### src/hdl/smbx_pkg.sv
// ----------------------------------------------------------------------------
// SMBIOS string extractor package
// Shared types and constants for the structure table string extractor.
// ----------------------------------------------------------------------------
`default_nettype none

package smbx_pkg;

  localparam int unsigned ByteW = 8;
  localparam int unsigned MaskW = 5;
  localparam int unsigned NumW  = 9;
  localparam int unsigned SeenW = 3;

  localparam logic [ByteW-1:0] TypeBios  = 8'd0;
  localparam logic [ByteW-1:0] TypeSys   = 8'd1;
  localparam logic [ByteW-1:0] TypeBoard = 8'd2;
  localparam logic [ByteW-1:0] TypeEnd   = 8'd127;
  localparam logic [ByteW-1:0] MinLength = 8'd4;
  localparam logic [ByteW-1:0] OffIdx4   = 8'h04;
  localparam logic [ByteW-1:0] OffIdx5   = 8'h05;
  localparam logic [ByteW-1:0] OffIdx6   = 8'h06;
  localparam logic [NumW-1:0]  NumSat    = 9'd256;
  localparam logic [SeenW-1:0] SeenAll   = 3'b111;

  typedef enum logic [5:0] {
    PH_HEADER    = 6'b000001,
    PH_SET_START = 6'b000010,
    PH_IN_STRING = 6'b000100,
    PH_BETWEEN   = 6'b001000,
    PH_SKIP      = 6'b010000,
    PH_DONE      = 6'b100000
  } phase_t;

  typedef struct packed {
    logic [ByteW-1:0] char_byte;
    logic             char_valid;
    logic [MaskW-1:0] field_mask;
    logic             string_end;
    logic             table_done;
  } result_t;

endpackage

`default_nettype wire

### src/hdl/smbx_chan_if.sv
// ----------------------------------------------------------------------------
// SMBIOS string extractor channels
// Valid/ready channel interfaces for table bytes and extracted characters.
// ----------------------------------------------------------------------------
`default_nettype none

interface smbx_in_if;
  logic       valid;
  logic       ready;
  logic [7:0] data_byte;
  logic       table_end;

  modport source (output valid, output data_byte, output table_end, input ready);
  modport sink (input valid, input data_byte, input table_end, output ready);
endinterface

interface smbx_out_if;
  logic       valid;
  logic       ready;
  logic [7:0] char_byte;
  logic       char_valid;
  logic [4:0] field_mask;
  logic       string_end;
  logic       table_done;

  modport source (
    output valid, output char_byte, output char_valid, output field_mask,
    output string_end, output table_done, input ready
  );
  modport sink (
    input valid, input char_byte, input char_valid, input field_mask,
    input string_end, input table_done, output ready
  );
endinterface

`default_nettype wire

### src/hdl/smbx_parser.sv
// ----------------------------------------------------------------------------
// SMBIOS string extractor parser
// Per-byte record parser: tracks the header, counts strings and tags bytes.
// ----------------------------------------------------------------------------
`default_nettype none

module smbx_parser
  import smbx_pkg::*;
(
  input  wire logic             clk,
  input  wire logic             rst_n,
  input  wire logic             accept,
  input  wire logic [ByteW-1:0] data_byte,
  input  wire logic             table_end,
  output logic                  res_valid,
  output result_t               res
);

  phase_t           phase_r, phase_nxt;
  logic [ByteW-1:0] offset_r, offset_nxt;
  logic [ByteW-1:0] type_r, type_nxt;
  logic [ByteW-1:0] length_r, length_nxt;
  logic [ByteW-1:0] idx4_r, idx4_nxt;
  logic [ByteW-1:0] idx5_r, idx5_nxt;
  logic [ByteW-1:0] idx6_r, idx6_nxt;
  logic [NumW-1:0]  num_r, num_nxt;
  logic [SeenW-1:0] seen_r, seen_nxt;

  logic [NumW-1:0]  num_inc;
  logic [SeenW-1:0] seen_fin;
  logic             fin_all;
  logic [MaskW-1:0] mask;
  logic             emit, done, cvalid, send, open_str;

  function automatic logic [MaskW-1:0] field_sel(
    input logic [NumW-1:0]  n,
    input logic [ByteW-1:0] rtype,
    input logic [ByteW-1:0] i4,
    input logic [ByteW-1:0] i5,
    input logic [ByteW-1:0] i6,
    input logic [SeenW-1:0] seen
  );
    logic [MaskW-1:0] m;
    m = '0;
    if (n != '0 && !n[NumW-1]) begin
      if (rtype == TypeBios && !seen[0]) begin
        m[0] = (i4 == n[ByteW-1:0]);
      end else if (rtype == TypeSys && !seen[1]) begin
        m[1] = (i4 == n[ByteW-1:0]);
        m[2] = (i5 == n[ByteW-1:0]);
        m[3] = (i6 == n[ByteW-1:0]);
      end else if (rtype == TypeBoard && !seen[2]) begin
        m[4] = (i4 == n[ByteW-1:0]);
      end
    end
    return m;
  endfunction

  always_comb begin
    num_inc  = (num_r == NumSat) ? NumSat : num_r + NumW'(1);
    seen_fin = seen_r;
    unique case (type_r)
      TypeBios:  seen_fin = seen_r | 3'b001;
      TypeSys:   seen_fin = seen_r | 3'b010;
      TypeBoard: seen_fin = seen_r | 3'b100;
      default:   seen_fin = seen_r;
    endcase
    fin_all = (seen_fin == SeenAll);
  end

  always_comb begin
    phase_nxt  = phase_r;
    offset_nxt = offset_r;
    type_nxt   = type_r;
    length_nxt = length_r;
    idx4_nxt   = idx4_r;
    idx5_nxt   = idx5_r;
    idx6_nxt   = idx6_r;
    num_nxt    = num_r;
    seen_nxt   = seen_r;
    mask       = '0;
    emit       = 1'b0;
    done       = 1'b0;
    cvalid     = 1'b0;
    send       = 1'b0;
    open_str   = 1'b0;

    unique case (phase_r)
      PH_HEADER: begin
        if (offset_r == 8'd0) begin
          type_nxt   = data_byte;
          idx4_nxt   = '0;
          idx5_nxt   = '0;
          idx6_nxt   = '0;
          offset_nxt = 8'd1;
        end else if (offset_r == 8'd1) begin
          length_nxt = data_byte;
          if (type_r == TypeEnd || data_byte < MinLength) begin
            phase_nxt = PH_DONE;
            done      = 1'b1;
          end else begin
            offset_nxt = 8'd2;
          end
        end else begin
          if (offset_r == OffIdx4) idx4_nxt = data_byte;
          if (offset_r == OffIdx5) idx5_nxt = data_byte;
          if (offset_r == OffIdx6) idx6_nxt = data_byte;
          if ({1'b0, offset_r} + 9'd1 == {1'b0, length_r}) begin
            phase_nxt = PH_SET_START;
            num_nxt   = '0;
          end else begin
            offset_nxt = offset_r + 8'd1;
          end
        end
      end
      PH_SET_START, PH_BETWEEN: begin
        if (data_byte != '0) begin
          num_nxt   = num_inc;
          phase_nxt = PH_IN_STRING;
          mask      = field_sel(num_inc, type_r, idx4_r, idx5_r, idx6_r, seen_r);
          cvalid    = |mask;
          emit      = |mask;
          open_str  = 1'b1;
        end else if (phase_r == PH_SET_START) begin
          phase_nxt = PH_SKIP;
        end else begin
          seen_nxt   = seen_fin;
          offset_nxt = '0;
          phase_nxt  = fin_all ? PH_DONE : PH_HEADER;
          done       = fin_all;
        end
      end
      PH_IN_STRING: begin
        mask = field_sel(num_r, type_r, idx4_r, idx5_r, idx6_r, seen_r);
        if (data_byte != '0) begin
          cvalid   = |mask;
          emit     = |mask;
          open_str = 1'b1;
        end else begin
          send      = |mask;
          emit      = |mask;
          phase_nxt = PH_BETWEEN;
        end
      end
      PH_SKIP: begin
        seen_nxt   = seen_fin;
        offset_nxt = '0;
        phase_nxt  = fin_all ? PH_DONE : PH_HEADER;
        done       = fin_all;
      end
      PH_DONE: begin
        phase_nxt = PH_DONE;
      end
      default: begin
        phase_nxt = PH_DONE;
      end
    endcase

    if (table_end) begin
      if (open_str && (mask != '0)) send = 1'b1;
      if (phase_r != PH_DONE) done = 1'b1;
      phase_nxt  = PH_HEADER;
      offset_nxt = '0;
      type_nxt   = '0;
      length_nxt = '0;
      idx4_nxt   = '0;
      idx5_nxt   = '0;
      idx6_nxt   = '0;
      num_nxt    = '0;
      seen_nxt   = '0;
    end
    if (done) emit = 1'b1;
  end

  always_ff @(posedge clk) begin
    if (!rst_n) begin
      phase_r  <= PH_HEADER;
      offset_r <= '0;
      type_r   <= '0;
      length_r <= '0;
      idx4_r   <= '0;
      idx5_r   <= '0;
      idx6_r   <= '0;
      num_r    <= '0;
      seen_r   <= '0;
    end else if (accept) begin
      phase_r  <= phase_nxt;
      offset_r <= offset_nxt;
      type_r   <= type_nxt;
      length_r <= length_nxt;
      idx4_r   <= idx4_nxt;
      idx5_r   <= idx5_nxt;
      idx6_r   <= idx6_nxt;
      num_r    <= num_nxt;
      seen_r   <= seen_nxt;
    end
  end

  assign res_valid      = accept && emit;
  assign res.char_byte  = cvalid ? data_byte : '0;
  assign res.char_valid = cvalid;
  assign res.field_mask = mask;
  assign res.string_end = send;
  assign res.table_done = done;

endmodule

`default_nettype wire

### src/hdl/smbx_out_buf.sv
// ----------------------------------------------------------------------------
// SMBIOS string extractor output buffer
// Two-entry result register that keeps input flowing while the sink stalls.
// ----------------------------------------------------------------------------
`default_nettype none

module smbx_out_buf
  import smbx_pkg::*;
(
  input  wire logic    clk,
  input  wire logic    rst_n,
  input  wire logic    push,
  input  wire result_t push_data,
  output logic         space,
  output logic         out_valid,
  input  wire logic    out_ready,
  output result_t      out_data
);

  logic [1:0] count_r, count_nxt;
  result_t    head_r, head_nxt;
  result_t    tail_r, tail_nxt;
  logic       pop;

  assign pop       = out_valid && out_ready;
  assign space     = (count_r != 2'd2);
  assign out_valid = (count_r != 2'd0);
  assign out_data  = head_r;

  always_comb begin
    count_nxt = count_r;
    head_nxt  = head_r;
    tail_nxt  = tail_r;
    unique case ({push, pop})
      2'b10: begin
        if (count_r == 2'd0) head_nxt = push_data;
        else tail_nxt = push_data;
        count_nxt = count_r + 2'd1;
      end
      2'b01: begin
        head_nxt  = tail_r;
        count_nxt = count_r - 2'd1;
      end
      2'b11: begin
        if (count_r == 2'd1) begin
          head_nxt = push_data;
        end else begin
          head_nxt = tail_r;
          tail_nxt = push_data;
        end
      end
      default: begin
        count_nxt = count_r;
      end
    endcase
  end

  always_ff @(posedge clk) begin
    if (!rst_n) begin
      count_r <= '0;
    end else begin
      count_r <= count_nxt;
    end
  end

  always_ff @(posedge clk) begin
    head_r <= head_nxt;
    tail_r <= tail_nxt;
  end

endmodule

`default_nettype wire

### src/hdl/smbios_string_field_extractor_top.sv
// ----------------------------------------------------------------------------
// SMBIOS string field extractor
// Streams the vendor, maker, product, version and board maker strings of an
// SMBIOS structure table.
//
// The table enters one byte per request on in_chan, with table_end on its
// last byte. Every accepted byte updates the record parser; a byte of a
// selected string, the end of a selected string or the stop of parsing
// yields one request on out_chan, which is registered in the output buffer
// before it appears. Other bytes yield nothing.
// Throughput is one byte per cycle while in_chan.ready is high: the parser
// state is updated in the cycle of acceptance. A two-entry output buffer
// lets one more byte be accepted while a result waits; in_chan.ready falls
// only when both entries are held. Synchronous reset clears the parser to
// the record header phase and empties the output buffer. After a request
// with table_end the parser starts afresh for the next table.
// ----------------------------------------------------------------------------
`default_nettype none

module smbios_string_field_extractor_top
  import smbx_pkg::*;
(
  input  wire logic  clk,
  input  wire logic  rst_n,
  smbx_in_if.sink    in_chan,
  smbx_out_if.source out_chan
);

  logic    in_acc;
  logic    res_valid;
  result_t res;
  logic    space;
  result_t out_data;

  assign in_chan.ready = space;
  assign in_acc        = in_chan.valid && space;

  smbx_parser u_parser (
    .clk       (clk),
    .rst_n     (rst_n),
    .accept    (in_acc),
    .data_byte (in_chan.data_byte),
    .table_end (in_chan.table_end),
    .res_valid (res_valid),
    .res       (res)
  );

  smbx_out_buf u_out_buf (
    .clk       (clk),
    .rst_n     (rst_n),
    .push      (res_valid),
    .push_data (res),
    .space     (space),
    .out_valid (out_chan.valid),
    .out_ready (out_chan.ready),
    .out_data  (out_data)
  );

  assign out_chan.char_byte  = out_data.char_byte;
  assign out_chan.char_valid = out_data.char_valid;
  assign out_chan.field_mask = out_data.field_mask;
  assign out_chan.string_end = out_data.string_end;
  assign out_chan.table_done = out_data.table_done;

`ifndef SYNTHESIS
  a_full_not_empty: assert property (@(posedge clk) disable iff (!rst_n)
    !space |-> out_chan.valid)
    else $error("output buffer full but shows no valid request");

  a_char_has_field: assert property (@(posedge clk) disable iff (!rst_n)
    res_valid && res.char_valid |-> res.field_mask != '0)
    else $error("character emitted without a field");

  a_result_has_cause: assert property (@(posedge clk) disable iff (!rst_n)
    res_valid |-> (res.field_mask != '0) || res.table_done)
    else $error("result emitted with neither field nor table stop");

  a_push_only_on_accept: assert property (@(posedge clk) disable iff (!rst_n)
    res_valid |-> in_acc)
    else $error("result produced without an accepted byte");
`endif

endmodule

`default_nettype wire
### src/flat_wrapper.sv
// flat-port wrapper written by rule: the top's interface ports become plain ports
module smbios_string_field_extractor_top_flat import smbx_pkg::*;
  (clk, rst_n, in_chan_valid, in_chan_data_byte, in_chan_table_end, in_chan_ready, out_chan_valid, out_chan_char_byte, out_chan_char_valid, out_chan_field_mask, out_chan_string_end, out_chan_table_done, out_chan_ready);
  smbx_in_if in_chan_i ();
  smbx_out_if out_chan_i ();
  input  wire logic clk;
  input  wire logic rst_n;
  input wire logic [$bits(in_chan_i.valid)-1:0] in_chan_valid;
  input wire logic [$bits(in_chan_i.data_byte)-1:0] in_chan_data_byte;
  input wire logic [$bits(in_chan_i.table_end)-1:0] in_chan_table_end;
  output wire logic [$bits(in_chan_i.ready)-1:0] in_chan_ready;
  output wire logic [$bits(out_chan_i.valid)-1:0] out_chan_valid;
  output wire logic [$bits(out_chan_i.char_byte)-1:0] out_chan_char_byte;
  output wire logic [$bits(out_chan_i.char_valid)-1:0] out_chan_char_valid;
  output wire logic [$bits(out_chan_i.field_mask)-1:0] out_chan_field_mask;
  output wire logic [$bits(out_chan_i.string_end)-1:0] out_chan_string_end;
  output wire logic [$bits(out_chan_i.table_done)-1:0] out_chan_table_done;
  input wire logic [$bits(out_chan_i.ready)-1:0] out_chan_ready;
  assign in_chan_i.valid = in_chan_valid;
  assign in_chan_i.data_byte = in_chan_data_byte;
  assign in_chan_i.table_end = in_chan_table_end;
  assign in_chan_ready = in_chan_i.ready;
  assign out_chan_valid = out_chan_i.valid;
  assign out_chan_char_byte = out_chan_i.char_byte;
  assign out_chan_char_valid = out_chan_i.char_valid;
  assign out_chan_field_mask = out_chan_i.field_mask;
  assign out_chan_string_end = out_chan_i.string_end;
  assign out_chan_table_done = out_chan_i.table_done;
  assign out_chan_i.ready = out_chan_ready;
  smbios_string_field_extractor_top u_core (.clk(clk), .rst_n(rst_n), .in_chan(in_chan_i), .out_chan(out_chan_i));
endmodule
### config.mk
export PLATFORM = sky130hd
export DESIGN_NAME = smbios_string_field_extractor_top_flat
export DESIGN_NICKNAME = d
export VERILOG_FILES = /design/src/hdl/smbx_pkg.sv /design/src/hdl/smbx_chan_if.sv /design/src/hdl/smbx_parser.sv /design/src/hdl/smbx_out_buf.sv /design/src/hdl/smbios_string_field_extractor_top.sv /design/src/flat_wrapper.sv
export SDC_FILE = /design/constraint.sdc
export NUM_CORES = 1
export LEC_CHECK = 0
export ABC_CLOCK_PERIOD_IN_PS = 4400
export CELL_PAD_IN_SITES_DETAIL_PLACEMENT = 1
export CELL_PAD_IN_SITES_GLOBAL_PLACEMENT = 1
export CORE_ASPECT_RATIO = 0.75
export CORE_MARGIN = 2
export CORE_UTILIZATION = 40
export DETAILED_ROUTE_END_ITERATION = 8
export DONT_BUFFER_PORTS = 1
export PLACE_DENSITY = 0.78
export SYNTH_ARGS = -nofsm -noshare
export SYNTH_HDL_FRONTEND = slang
export SYNTH_SLANG_ARGS = --single-unit
export TNS_END_PERCENT = 100
### constraint.sdc
create_clock -name clk -period 4.4 [get_ports clk]
set_input_delay 0.22 -clock clk [delete_from_list [all_inputs] [get_ports clk]]
set_output_delay 0.22 -clock clk [all_outputs]
set_load 0.1 [all_outputs]
### Yosys cells after proc, flatten, opt, wreduce, memory -nomap -nowiden

Cells that the tools add are included.

* bits in registers: 100
* bits of input ports: 13
* output and inout bits: 18
* word-level logic and storage cells: 215

* add/sub/neg operators: 5
* equal/unequal tests: 43
* multiplexer cells: 96
* reductions and logical operators: 50
* order comparisons: 1

Operator list (number)
* $mux W8: 30
* $mux W16: 4
* $mux W6: 9
* $mux W9: 6
* $eq A8 B8 Y1: 6
* $pmux W16 S3: 1
* $pmux W16 S2: 1
* $mux W5: 6
* $eq A8 B3 Y1 const B: 3
* $ne A3 B3 Y1 const B: 8
* $pmux W6 S4: 1
* $pmux W8 S3: 1
* $mux W1: 22
* $reduce_and A4 Y1: 5
* $pmux W9 S2: 1
* $reduce_bool A3 Y1: 6
* $reduce_bool A9 Y1: 2
* $eq A8 B1 Y1 const B: 2
* $logic_not A8 Y1: 2
* $mux W3: 5
* $reduce_and A6 Y1: 2
* $reduce_bool A2 Y1: 6
* $ne A2 B2 Y1 const B: 5
* $ne A5 B5 Y1 const B: 2
* 40 further kinds: 59

### Depth between registers and ports, before layout

Gate-level depths: netlist of the first run.

* depth in word-level cells: 17
* depth in mapped cells: 18
* mapped depth without buffers: 15

### Cells and area by module

A second synthesis of the first run with hierarchy kept.

* cells, all modules: 715
* area total of the unflattened synthesis: 6523.8 um^2

By module, submodules not included
* smbx_parser: instances 1, cells an instance 580, sequential area each 1321.3 um^2, area each 4779.6 um^2
* smbx_out_buf: instances 1, cells an instance 134, sequential area each 1001.0 um^2, area each 1737.9 um^2
* smbios_string_field_extractor_top: instances 1, cells an instance 1, sequential area each 0.0 um^2, area each 6.3 um^2

### Least setup slack after synthesis of the first run

No wires, ideal clock.

* path type: register -> register
* start: register u_core.u_parser.num_r[0]
* end: register u_core.u_out_buf.tail_r[0] (netlist name), enable pin
* buffers on the path: 2
* arrival time: 4.321 ns
* slack: -0.335 ns
* clock period less this slack: 4.735 ns
* cell stages (with the launch flop): 14
* path through: dfxtp_1 > buf_2 > clkinv_1 > ha_1 > clkbuf_1 > or2_2 > a211oi_1 > o21ai_2 > nor4_2 > o21a_2 > o21a_1 > ha_1 > nor2_1 > a211oi_1

* cells in the longest elaborated chain, start to end: 17
* elaborated cells between the ends (all ways): 41
* those cells by class: 1 x add/sub; 11 x eq/ne; 19 x mux; 10 x reduce/logical

RTL lines
* start: declaration: RTL line smbx_parser.sv:26 `logic [NumW-1:0] num_r, num_nxt;`
* start signal: assignment: RTL line smbx_parser.sv:194 `num_r <= num_nxt;`
* $add A9 B1 Y9 / $eq A9 B9 Y1 (equally long branches): RTL line smbx_parser.sv:60 `num_inc = (num_r == NumSat) ? NumSat : num_r + NumW'(1);`
* $mux W9: RTL line smbx_parser.sv:60
* $eq A8 B8 Y1: RTL line smbx_parser.sv:47, smbx_parser.sv:49, smbx_parser.sv:53
* $mux W1: RTL line smbx_parser.sv:52 `end else if (rtype == TypeBoard && !seen[2]) begin`
* $mux W1: RTL line smbx_parser.sv:48 `end else if (rtype == TypeSys && !seen[1]) begin`
* $mux W4: RTL line smbx_parser.sv:46 `if (rtype == TypeBios && !seen[0]) begin`
* $mux W5: RTL line smbx_parser.sv:45 `if (n != '0 && !n[NumW-1]) begin`
* $mux W5: RTL line smbx_parser.sv:117 `if (data_byte != '0) begin`
* $mux W5: RTL line smbx_parser.sv:88 `unique case (phase_r)`
* $reduce_or A5 Y1: RTL line smbx_parser.sv:122 `emit = |mask;`
* $mux W1: RTL line smbx_parser.sv:117
* $pmux W1 S2 *: RTL line smbx_parser.sv:88
* $mux W1 *: RTL line smbx_parser.sv:172 `if (done) emit = 1'b1;`
* $logic_and A1 B1 Y1 *: RTL line smbx_parser.sv:199 `assign res_valid = accept && emit;`
* $eq A2 B2 Y1: RTL line smbx_out_buf.sv:34 `unique case ({push, pop})`
* $ne A2 B2 Y1 (no line) / $reduce_bool A2 Y1 (equally long branches)
* $reduce_and A3 Y1 (no line) *
* end signal: assignment: RTL line smbx_out_buf.sv:68 `tail_r <= tail_nxt;`
* end: declaration: RTL line smbx_out_buf.sv:22 `result_t tail_r, tail_nxt;`

Mark *: on every way between the ends. The rest lies on a longest branch, timed or not. The select of a mux whose other input is x is not followed.
A chain may end at the register's enable or synchronous reset.

### Final worst setup path of the first run

* start: register u_core.u_parser.num_r[1]
* end: register u_core.u_out_buf.tail_r[2] (netlist name), enable pin

Same word-level chain as after synthesis.

==> out/summary.txt, run 1 <==
status = finished, final reports clean
CTS tree = built
final setup fails = 0
syn nets = 790
PortBufs = 0
RSZ-0062 raised after global routing = no
HP Class = in -> reg
most common cell after layout, fill and taps aside = nor2_1
H-tree Lvls = 3
post-layout min period = 4115 ps
GRT Total Usage = 23.08%
Skew-Pair Late Insertion Delay = 370 ps
arrival time worst endpoint = 4170 ps
post-CTS setup repair buffer count = 0
initial antenna violation count = 0
starting density of the core = 40.85%
Netlist cell types = 94
ranking of synthesized cells by area = dfxtp_1 (20%), edfxtp_1 (14%), mux2i_1 (6.4%)
CP cell instances = inv_1 -> ha_1 -> or4bb_4 -> o21ai_2 -> o32ai_2 -> o21ai_2 -> nor4_4 -> o21a_2 -> o21a_1 -> ha_1 -> and2_0 -> a211oi_2 -> buf_4
post-route ant nets = 0
Worst Reg-to-Reg Cells = 13
most frequent cells in the layout = nor2_1 (86), dfxtp_1 (68), nand2_1 (50)
Critical Path RT = 4460 ps
Worst setup SP type = register
Die X = 155.1 um
Placed Cells = 958
IO Count = 31
Final Hold Viols = 0
synth warn = 0
peak supply drop = 0.2353 mV
CP delay by family, top = compound AO/OA/AOI/OAI gates
sequential area share after synthesis = 33.89%
Max-Cap Viols = 0
CTS max path bufs = 2
CP Buf/Inv Count = 2
ys flop type = dfxtp_1
Critical Path Fanout Max = 13
Power per Cell Area = 415.0 nW/um2
vias per inst = 6.077
# diodes = 0
Netlist Area Pre-Place = 6853 um2
Mapped Cells = 765
r2r setup slk = 280 ps
hold path depth = 2
Max-slew headroom = 33.96%
height of the chip = 117.4 um
GPL Wtd Cong = 0.8983
Pwr Total = 0.003060 W
Post-synth EDFFs = 32
core region area = 16,770 um2
CTS sink cnt = 100
Setup crit end kind = register
First-pass DRT Iterations = 5
Post-synth ARST share = 0%
final setup TNS = 0 ps
Remaining DRCs = 0
CP peak stage delay = 600 ps
Cell Count, Final, Fillers Out = 976
CP max-delay cell = or4bb_4
Mapped Avg Cell Area = 8.958 um2
Clock transition at path regs = 80 ps
share of layout cells above drive strength 1 = 12.22%
CTS buffer count = 9
largest net degree at the start of global routing = 55
detailed-placement wirelength estimate = 16,130 um
WL per Instance = 21.62 um
Finished Core Util = 43.96%
#FFs+latches synth = 100
worst hold slack = 12.00 ps
clock root cell = clkbuf_16
type of the worst setup path = reg -> reg
hold path startpoint = rst_n
drt total wl = 21,100 um
Synth area leader = dfxtp_1
Via Count = 5,931
FF-to-FF End = u_core.u_out_buf.tail_r[2]$_DFFE_PP_
Hold Path End = u_core.u_parser.num_r[8]$_SDFFE_PN0P_
Worst-Margin Slew = 989.1 ps
Clock Skew = 18.04 ps
site row count = 41
Slew Viols, Final = 0
vias in the first global route = 5,843
Critical R2R Launch = u_core.u_parser.num_r[1]$_SDFFE_PN0P_
die area = 18,210 um2
Area growth syn-to-layout = 7.614%
final cycle utilization of the critical path = 93.53%
first-pass GRT wire length = 33,200 um
fmax = 0.2430 GHz
post-synth top area share = 19.86%
drt initial violations = 408
Final #Nets = 781
Pleak = 2.631 nW
grt total ovfl = 0
through the flow:
stage | instance area [um2] | setup WS, ps
after global routing | 7375 | 5.316
after floorplan | 6858 | 218.2
final | 7375 | 284.7
after global placement | 7061 | 254.1
after CTS | 7362 | 197.4
after detailed placement | 7061 | -1.667
report_power, final:
group | total [W] | internal [W] | switching, W
clock | 0.000788 | 0.000397 | 0.000391
combinational | 0.000782 | 0.000260 | 0.000522
sequential | 0.00149 | 0.00109 | 0.000403
worst max-delay path by stage:
stage | start | to | slack, ps | depth (start not counted)
2_1_floorplan | u_core.u_parser.num_r[0]$_SDFFE_PN0P_ | u_core.u_out_buf.tail_r[0]$_DFFE_PP_ | 220 | 13
4_1_cts | u_core.u_parser.num_r[1]$_SDFFE_PN0P_ | u_core.u_out_buf.out_data[10]$_DFFE_PP_ | 200 | 13
6_report | u_core.u_parser.num_r[1]$_SDFFE_PN0P_ | u_core.u_out_buf.tail_r[2]$_DFFE_PP_ | 280 | 13
3_5_place_dp | u_core.u_parser.num_r[1]$_SDFFE_PN0P_ | u_core.u_out_buf.out_data[10]$_DFFE_PP_ | -2 | 13
3_3_place_gp | u_core.u_parser.num_r[1]$_SDFFE_PN0P_ | u_core.u_out_buf.out_data[12]$_DFFE_PP_ | 250 | 13
5_1_grt | u_core.u_parser.num_r[2]$_SDFFE_PN0P_ | u_core.u_out_buf.out_data[10]$_DFFE_PP_ | 5 | 13
cells by family after synthesis:
logic type / share of synthesized area (%)
compound gates: 19.26
buf+inv: 5.185
fa+ha+maj: 2.191
xor+xnor: 7.906
mux: 6.591
simple gates: 24.98
flops: 33.89
cells in the mapped netlist, drive strengths merged (3+ instances only):
master   count
a21oi       26
or2          4
dfxtp       68
nand2       53
buf         25
inv         29
o21a         6
a21boi       8
clkbuf      20
and4         3
nor2        92
o2bb2ai      6
o2111ai      7
o31ai        5
a211oi      16
edfxtp      32
xor2        14
o32ai        7
xnor2       35
nand3       34
nor2b       14
nand3b       5
ha          12
o22ai       10
nor3        21
o211ai      10
nor4        13
mux2i       44
o21ai       32
and2         7
a22o         4
and3        11
nand2b       8
xnor3        5
nand4b       4
a31oi        9
or4          5
nor4b        4
nand4       15
or3          9
repair_timing:
item                                    CTS  global route
resized for setup                         1             1
endpoints found under the setup margin    4             8
hold buffers                              1             1
endpoints found under the hold margin     1             2
final cells by class:
| class | count | area [um2] |
|---|---|---|
| clock buffer | 10 | 229.0 |
| clock inverter | 6 | 53.80 |
| fill | 1898 | 9400 |
| inverter | 31 | 116.4 |
| multi-input combinational | 589 | 4192 |
| sequential | 100 | 2322 |
| tap | 215 | 269.0 |
| timing repair buffer | 25 | 192.7 |
per-layer routing:
layer	track usage (%)	vias to the layer above	part of all wire, %
met3	4.841	20	5.8
li1	-	2799	-
met1	32.80	2943	47
met5	0	-	0
met2	36.03	169	46
met4	5.150	0	1.5
flip-flops by register name (all words and copies together) (netlist names):
register / flops
u_core.u_out_buf.tail_r: 16
u_core.u_parser.idx5_r: 8
u_core.u_parser.idx4_r: 8
u_core.u_parser.type_r: 8
u_core.u_parser.phase_r: 6
u_core.u_parser.seen_r: 3
u_core.u_parser.idx6_r: 8
u_core.u_out_buf.count_r: 2
u_core.u_out_buf.out_data: 16
u_core.u_parser.length_r: 8
u_core.u_parser.offset_r: 8
u_core.u_parser.num_r: 9
Note: power is estimated with default switching activity, not from simulation.
==> inputs of run 2 (changes only) <==
- CORE_UTILIZATION: 40 -> 45
- PLACE_DENSITY: 0.78 -> 0.86
- SETUP_SLACK_MARGIN: unset -> 0.5
==> run 2 against run 1 <==
Total power is 3.8% higher. Clock skew is 3.4 ps lower. Fmax is 8.6% higher. Cell area is 1.5% higher. Wire length is 4.7% higher. Register-to-register slack better by 320 ps. Sequential cell count stayed put. Hold slack worse by 5.0 ps. Via count is 4.0% higher. Highest routed layer unchanged. Global-route usage is 4.0 points higher.
==> out/summary.txt, run 2 (synthesis results as in run 1) <==
CTS tree = built
final setup fails = 0 (unchanged)
most common cell after layout, fill and taps aside = nor2_1
Critical Path RT = 4500 ps (+40 ps)
# diodes = 0 (unchanged)
CP peak stage delay = 460 ps (-140 ps)
most frequent cells in the layout = nor2_1 (85), dfxtp_1 (61), nand2_1 (50)
clock root cell = clkbuf_16
PortBufs = 0 (unchanged)
HP Class = in -> reg
Clock transition at path regs = 80 ps (about the same)
GPL Wtd Cong = 0.9707 (+8.1%)
H-tree Lvls = 3 (unchanged)
vias in the first global route = 6,141 (+5.1%)
fraction of power consumed by the clock network = 26.3% (+0.6 points)
Final #Nets = 779 (-0.26%)
final setup TNS = 0 ps (unchanged)
largest net degree at the start of global routing = 55 (unchanged)
Max-slew headroom = 35.81% (+1.9 points)
first-pass GRT wire length = 34,250 um (+3.2%)
CP Buf/Inv Count = 3 (+1)
Critical R2R Launch = u_core.u_parser.num_r[0]$_SDFFE_PN0P_
Skew-Pair Late Insertion Delay = 370 ps (about the same)
Via Count = 6,171 (+4.0%)
share of layout cells above drive strength 1 = 14.10% (+1.9 points)
fmax = 0.2638 GHz (+8.6%)
arrival time worst endpoint = 3890 ps (-280 ps)
Max-Cap Viols = 0 (unchanged)
CP cell instances = clkinv_1 -> ha_1 -> and4b_1 -> a31oi_1 -> o2bb2ai_1 -> nand4_1 -> o22ai_2 -> o21a_2 -> o21a_1 -> ha_1 -> and2_1 -> buf_4 -> a211oi_4 -> clkbuf_16
placed cell area = 7004 um2 (-0.80%)
die area = 16,240 um2 (-11%)
Sw Ratio = 43.50% (+0.49 points)
Finished Core Util = 49.62% (+5.7 points)
core region area = 15,080 um2 (-10%)
status = finished, final reports clean
Pleak = 2.646 nW (+0.59%)
Hold Path End = u_core.u_parser.num_r[5]$_SDFFE_PN0P_
Fillers = 1,772 (-6.6%)
Worst Reg-to-Reg Cells = 14 (+1)
starting density of the core = 45.45% (+4.6 points)
CTS sink cnt = 100 (unchanged)
drt initial violations = 596 (+46%)
CTS buffer count = 9 (unchanged)
Gate power share = 26.7% (+1.1 points)
r2r setup slk = 610 ps (+320 ps)
Worst setup SP type = register
grt total ovfl = 0 (unchanged)
Area growth syn-to-layout = 9.184%
Final Cell Area = 7482 um2 (+1.5%)
Die X = 146.5 um (-5.6%)
drt total wl = 22,090 um (+4.7%)
site row count = 39 (-4.9%)
final cycle utilization of the critical path = 86.16% (-7.4 points)
Worst-Margin Slew = 961.4 ps (-27.72 ps)
Flop pwr share = 47.0% (-1.7 points)
CP delay by family, top = compound AO/OA/AOI/OAI gates
hold path startpoint = rst_n
Slew Viols, Final = 0 (unchanged)
RSZ-0062 raised after global routing = no
WL per Instance = 22.92 um (+6.0%)
CTS max path bufs = 2 (unchanged)
post-layout min period = 3791 ps (-324.3 ps)
First-pass DRT Iterations = 7 (+2)
Critical Path Fanout Max = 11 (-2)
detailed-placement wirelength estimate = 16,130 um (about the same)
IO Count = 31 (unchanged)
Int Power = 0.001795 W (+2.9%)
hold path depth = 2 (unchanged)
Final Hold Viols = 0 (unchanged)
type of the worst setup path = reg -> reg
CP max-delay cell = dfxtp_2
FF-to-FF End = u_core.u_out_buf.tail_r[13]$_DFFE_PP_
post-route ant nets = 0 (unchanged)
Power per Cell Area = 424.6 nW/um2 (+2.3%)
critical path launch point = u_core.u_parser.num_r[0]$_SDFFE_PN0P_
height of the chip = 110.9 um (-5.5%)
CP Depth = 14 (+1)
Clock Skew = 14.65 ps (-3.383 ps)
peak supply drop = 0.2231 mV (-5.2%)
GRT Total Usage = 27.09% (+4.0 points)
Placed Cells = 940 (-1.9%)
Remaining DRCs = 0 (unchanged)
Cell Count, Final, Fillers Out = 964 (-1.2%)
Setup crit end kind = register
Psw = 0.001382 W (+5.0%)
Critical Path Most Common Cell = ha_1
vias per inst = 6.401 (+5.3%)
initial antenna violation count = 0 (unchanged)
-- run 2: per-stage QoR --
step / worst slack [ps] / hold WS (ps) / total power [W]
2_1_floorplan: 575.1 / 382.5 / 0.002098
3_3_place_gp: 448.6 / 321.0 / 0.002245
4_1_cts: 503.3 / 0.2311 / 0.003120
6_report: 609.0 / 7.008 / 0.003177
5_1_grt: 446.4 / 1.219 / 0.003293
3_5_place_dp: 218.6 / 336.8 / 0.002286
-- run 2: power groups by stage --
stage                     Clock (W)  Sequential [W]  Combinational, W
final                      0.000835         0.00149          0.000849
after global routing       0.000878         0.00150          0.000911
after CTS                  0.000841         0.00149          0.000785
after detailed placement          0         0.00151          0.000772
after global placement            0         0.00151          0.000738
after floorplan                   0         0.00149          0.000610
-- run 2: worst max path at each step --
stage | end
after floorplan | u_core.u_out_buf.tail_r[0]$_DFFE_PP_
final | u_core.u_out_buf.tail_r[13]$_DFFE_PP_
after global routing | u_core.u_out_buf.tail_r[6]$_DFFE_PP_
after global placement | u_core.u_out_buf.out_data[12]$_DFFE_PP_
after CTS | u_core.u_out_buf.out_data[7]$_DFFE_PP_
after detailed placement | u_core.u_out_buf.out_data[7]$_DFFE_PP_
-- run 2: what timing repair did --
action                                  in CTS  in global routing
cloned                                       0                  1
resized for setup                            5                 18
endpoints found under the setup margin      28                 29
endpoints found under the hold margin        6                  0
hold buffers                                 2                  0
setup buffers                                2                  3
pin swaps                                    2                  6
-- run 2: per-layer routing --
metal  GRT usage [%]  vias up  wire length [um]
met5               0        -                 0
met4           10.16        0               653
met3           7.984       57              1581
met2           42.89      260             10190
met1           35.10     3057              9669
li1                -     2797                 -
-- run 2: cell type report --
| type | instances | area [um2] | share of cell area [%] |
|---|---|---|---|
| Clock buffer | 9 | 225.2 | 3.010 |
| Clock inverter | 7 | 86.33 | 1.154 |
| Inverter | 31 | 116.4 | 1.555 |
| Multi-Input combinational cell | 589 | 4249 | 56.79 |
| Sequential cell | 100 | 2333 | 31.19 |
| Tap cell | 205 | 256.5 | 3.428 |
| Timing Repair Buffer | 23 | 215.2 | 2.876 |
